`src/htsa_pkg.sv`:
```
// Shared constants, register codes and types for the tile swizzle address block.
// No dependencies; imported by every other file in src.
package htsa_pkg;

  localparam int COORD_BITS     = 14;
  localparam int INDEX_BITS     = 28;
  localparam int MAX_LEVELS     = 6;

  // configuration register widths
  localparam int COLS_BITS      = 15;
  localparam int LVL_CNT_BITS   = 3;
  localparam int FACTOR_BITS    = 12;
  localparam int ORDER_BITS     = 6;
  localparam int LEAF_BITS      = 3;
  localparam int CFG_INDEX_BITS = 3;
  localparam int CFG_DATA_BITS  = 15;

  // per-level factor log2 is 1..4, digit half is at most 4 bits
  localparam int LF_BITS        = 3;
  localparam int DIGIT_BITS     = 4;

  localparam int SUM_BITS       = $clog2(4 * MAX_LEVELS + 1);
  localparam int LBITS_BITS     = $clog2(8 * MAX_LEVELS + 1);
  localparam int MLOG_BITS      = $clog2(7 + 4 * MAX_LEVELS + 1);
  localparam int LVL_IDX_BITS   = $clog2(MAX_LEVELS + 1);
  localparam int FC_EXT         = (2 * MAX_LEVELS > FACTOR_BITS) ? 2 * MAX_LEVELS : FACTOR_BITS;
  localparam int ORD_EXT        = (MAX_LEVELS > ORDER_BITS) ? MAX_LEVELS : ORDER_BITS;

  // input register, digit extract, digit placement, one divider stage per index bit
  localparam int PIPE_DEPTH     = INDEX_BITS + 3;

  typedef enum logic [CFG_INDEX_BITS-1:0] {
    CFG_MACRO_COLS   = 0,
    CFG_LEVEL_COUNT  = 1,
    CFG_FACTOR_CODES = 2,
    CFG_LEVEL_ORDERS = 3,
    CFG_LEAF_LOG2    = 4
  } cfg_reg_t;

  typedef struct packed {
    logic [COLS_BITS-1:0]    macro_cols;
    logic [LVL_CNT_BITS-1:0] level_count;
    logic [FACTOR_BITS-1:0]  level_factor_codes;
    logic [ORDER_BITS-1:0]   level_orders;
    logic [LEAF_BITS-1:0]    leaf_size_log2;
  } cfg_regs_t;

  typedef struct packed {
    logic [COLS_BITS-1:0]                    cols;
    logic [LEAF_BITS-1:0]                    leaf;
    logic [SUM_BITS-1:0]                     sum_lf;
    logic [LBITS_BITS-1:0]                   lbits;
    logic [MLOG_BITS-1:0]                    macro_log;
    logic [MAX_LEVELS-1:0]                   active;
    logic [MAX_LEVELS-1:0]                   z_order;
    logic [MAX_LEVELS-1:0][LF_BITS-1:0]      lf;
    logic [MAX_LEVELS-1:0][LBITS_BITS-1:0]   rem_bits;
    logic [MAX_LEVELS-1:0][MLOG_BITS-1:0]    sub_log;
  } lvl_cfg_t;

endpackage

```
`src/htsa_cfg_decode.sv`:
```
// Decodes the configuration registers into per-level shift amounts and totals.
// Depends on htsa_pkg.
module htsa_cfg_decode import htsa_pkg::*; (
  input  cfg_regs_t regs,
  output lvl_cfg_t  dec
);

  logic [FC_EXT-1:0]       codes;
  logic [ORD_EXT-1:0]      ords;
  logic [LVL_IDX_BITS-1:0] levels;
  logic [SUM_BITS-1:0]     acc;
  logic [LF_BITS-1:0]      f;

  always_comb begin
    codes  = FC_EXT'(regs.level_factor_codes);
    ords   = ORD_EXT'(regs.level_orders);
    levels = (regs.level_count > MAX_LEVELS) ? LVL_IDX_BITS'(MAX_LEVELS)
                                             : LVL_IDX_BITS'(regs.level_count);
    dec      = '0;
    dec.cols = (regs.macro_cols == '0) ? COLS_BITS'(1) : regs.macro_cols;
    dec.leaf = regs.leaf_size_log2;
    acc      = '0;
    f        = '0;
    // innermost level first so acc holds the bits below the current level
    for (int i = MAX_LEVELS - 1; i >= 0; i--) begin
      f               = LF_BITS'(codes[2*i +: 2]) + LF_BITS'(1);
      dec.lf[i]       = f;
      dec.active[i]   = (i < levels);
      dec.z_order[i]  = ords[i];
      dec.rem_bits[i] = LBITS_BITS'({acc, 1'b0});
      dec.sub_log[i]  = MLOG_BITS'(regs.leaf_size_log2) + MLOG_BITS'(acc);
      if (i < levels) begin
        acc = acc + SUM_BITS'(f);
      end
    end
    dec.sum_lf    = acc;
    dec.lbits     = LBITS_BITS'({acc, 1'b0});
    dec.macro_log = MLOG_BITS'(regs.leaf_size_log2) + MLOG_BITS'(acc);
  end

endmodule
```
`config.mk`:
```
export PLATFORM = sky130hd
export DESIGN_NAME = htsa_cfg_decode
export DESIGN_NICKNAME = d
export VERILOG_FILES = /design/src/htsa_pkg.sv /design/src/htsa_cfg_decode.sv
export SDC_FILE = /design/constraint.sdc
export NUM_CORES = 1
export LEC_CHECK = 0
export ABC_AREA = 1
export BUFFER_PORTS_ARGS = -buffer_cell sky130_fd_sc_hd__buf_2
export CORE_ASPECT_RATIO = 1.5
export CORE_MARGIN = 2
export CORE_UTILIZATION = 42
export DETAILED_ROUTE_END_ITERATION = 8
export PLACE_DENSITY = 0.85
export SYNTH_ARGS = -nofsm -noshare
export SYNTH_HDL_FRONTEND = slang
export SYNTH_SLANG_ARGS = --single-unit
export TNS_END_PERCENT = 30
```
`constraint.sdc`:
```
create_clock -name vclk -period 9.8
set_input_delay 1.96 -clock vclk [all_inputs]
set_output_delay 1.96 -clock vclk [all_outputs]
set_load 0.005 [all_outputs]
```
==> metrics.csv <==
stage,metric,value,unit
status,outcome,finished clean,
worst_setup_path,crit_cells,24,
placed_design,numPortBuffers,139,
cells_and_area,seq_area,0,um^2
worst_setup_path,startpoint,regs[19],
placed_design,gp_congestion,0.871,
timing,fin_crit,9.33,ns
route,drc,0,
cells_and_area,num_antenna_cells,0,
worst_setup_path,cp-start-kind,input port,
route,wl_per_cell,12.6,um
timing,slew_viol_final,0,
timing,setup_viol,0,
placed_design,dp_hpwl,5500,um
timing,grt_setup_unrepaired,false,
route,viasPerCell,4.69,
worst_setup_path,cpMaxStageDelayCell,fa_1,
power_and_ir_drop,p_per_area,95.9,nW/um^2
floorplan,initial_core_util,43.6,%
cells_and_area,n_sequential_cell,0,
global_route,grt_pass1_wl,9370,um
power_and_ir_drop,peakVddDrop,0.0264,mV
floorplan,rows,31,
synth,yosysWarnings,0,
cells_and_area,layout_commonest_cell,buf_2,
route,dr.pass1.iters,4,
cells_and_area,drive_above_1_share,42.8,%
worst_setup_path,critPathKind,input port to output port,
cells_and_area,fillers,455,
global_route,grt_max_degree,14,
floorplan,fp.coreArea,4850,um^2
route,antenna_left,0,
cells_and_area,multi_input_area,1640,um^2
floorplan,dieArea,5630,um^2
global_route,grt.overflow.total,0,
synth,ys_seq_area_share,0,%
worst_setup_path,cp.buffers_inverters,6,
flow_run,maxCapViolations,0,
global_route,antenna_found_initial,0,
synth,avgSynthCellArea,7.07,um^2
cells_and_area,syn_to_final_growth,25.6,%
worst_setup_path,cp_max_fo,5,
cells_and_area,postLayoutCellArea,2660,um^2
cells_and_area,final_nets,500,
worst_setup_path,critPathMaxStageDelay,0.56,ns
timing,finalCritPeriodShare,95.2,%
synth,netlist_area,2110,um^2
floorplan,die_w,61.9,um
floorplan,die_y,90.9,um
worst_setup_path,cp.required,7.84,ns
worst_setup_path,critPathArrivalTime,7.37,ns
timing,setup_tns,0,ns
worst_setup_path,end_kind,output port,
floorplan,io_pins,169,
hold_path,hold_class,input port to output port,
timing,hold_violations,0,
power_and_ir_drop,p_leak,1.75,nW
synth,syn_inst,299,
clock_network,cts_hold_buffers,0,
route,routed_wl,5940,um
global_route,grt_usage,21.2,%
timing,fmax,107,MHz
cells_and_area,final_cell_mix,"buf_2 (139), inv_1 (56), ha_1 (41)",
clock_network,cts_setup_buffers,0,
route,first_iter_violations,49,
route,vias,2217,
clock_network,postCtsResizedCells,0,
worst_setup_path,cp_common_cell,fa_1,
synth,ys_types,32,
worst_setup_path,endpoint,dec[100],
global_route,grt_pass1_vias,2222,
placed_design,postPlaceCellArea,2650,um^2
hold_path,holdCritStartpoint,regs[4],
cells_and_area,nClkBuffers,0,
worst_setup_path,worstPathCellList,"buf_2, ha_1, nand2_1, inv_1, fa_1, nand2_1, fa_1, nor2_1, inv_1, fa_1, nor2_1, inv_1, fa_1, nor2_2, inv_1, fa_1, or2_2, a21oi_1, ha_1, a21oi_1, nand3b_1, nand2_1, nand2_1, buf_2",
worst_setup_path,crit_family,adder cells,
## cells in the mapped netlist (all sizes together)
| master | number | area [um^2] |
|---|---|---|
| inv | 59 | 224 |
| nand2 | 43 | 229 |
| ha | 41 | 513 |
| buf | 35 | 263 |
| nor2 | 28 | 125 |
| a21oi | 16 | 91.3 |
| clkbuf | 14 | 52.6 |
| nand3 | 14 | 110 |
| fa | 11 | 220 |
| xor2 | 10 | 87.6 |
| a21o | 5 | 37.5 |
| xnor2 | 5 | 43.8 |
| nand4 | 3 | 18.8 |
| nor4 | 3 | 18.8 |
| a211oi | 2 | 15.0 |
| o21ai | 2 | 10.0 |
| or2 | 2 | 12.5 |
| a31oi | 1 | 6.26 |
| a41o | 1 | 10.0 |
| conb | 1 | 3.75 |
| dlygate4sd1 | 1 | 8.76 |
| nand3b | 1 | 7.51 |
| nor3 | 1 | 5.00 |
## layer usage
layer / part of all wire (%) / GRT usage (%) / vias up
met1: 32 / 18.1 / 982
met4: 2.3 / 4.43 / 0
met2: 57 / 45.6 / 124
met3: 8.0 / 2.58 / 14
li1: - / - / 1097
met5: 0 / 0 / -
## cells by family (layout without fill, tap and decap cells)
logic type / after synthesis / after routing / share of synthesized area (%)
AOI/OAI and AO/OA: 27 / 27 / 8.05
xor gates and xnor gates: 15 / 15 / 6.22
adders and majority gates: 52 / 52 / 34.7
buffers and inverters: 109 / 200 / 25.9
other: 1 / 18 / 0.177
and+or+nand+nor: 95 / 95 / 24.9
## power by group
part           switching (mW)  total [mW]  leakage [nW]  internal [mW]
logic                   0.141       0.255          1.75          0.114
registers                   0           0             0              0
clock network               0           0             0              0
## worst min path at each step
stage	end	slack, ns	cells past startpoint
floorplan	dec[81]	3.95	1
global placement	dec[84]	3.92	0
detailed placement	dec[84]	3.92	0
CTS	dec[84]	3.92	0
global route	dec[85]	3.92	0
finish	dec[85]	3.92	0
## cell type report
class	instances	share of cell area [%]
inverters	59	8.44
multi-input cells	207	61.7
well taps	66	3.11
repair buffers	141	26.8
## through the flow
stage	hold slack [ns]	instances	setup WS, ns	util (%)	power (mW)
after floorplan	3.95	316	0.375	-	0.170
after global placement	3.92	473	0.562	54.6	0.249
after detailed placement	3.92	473	0.345	54.6	0.255
after CTS	3.92	473	0.328	54.6	0.256
after global routing	3.92	473	0.0477	54.8	0.295
final	3.92	473	0.467	54.8	0.255
No activity file was read; power rests on OpenSTA's default activity.
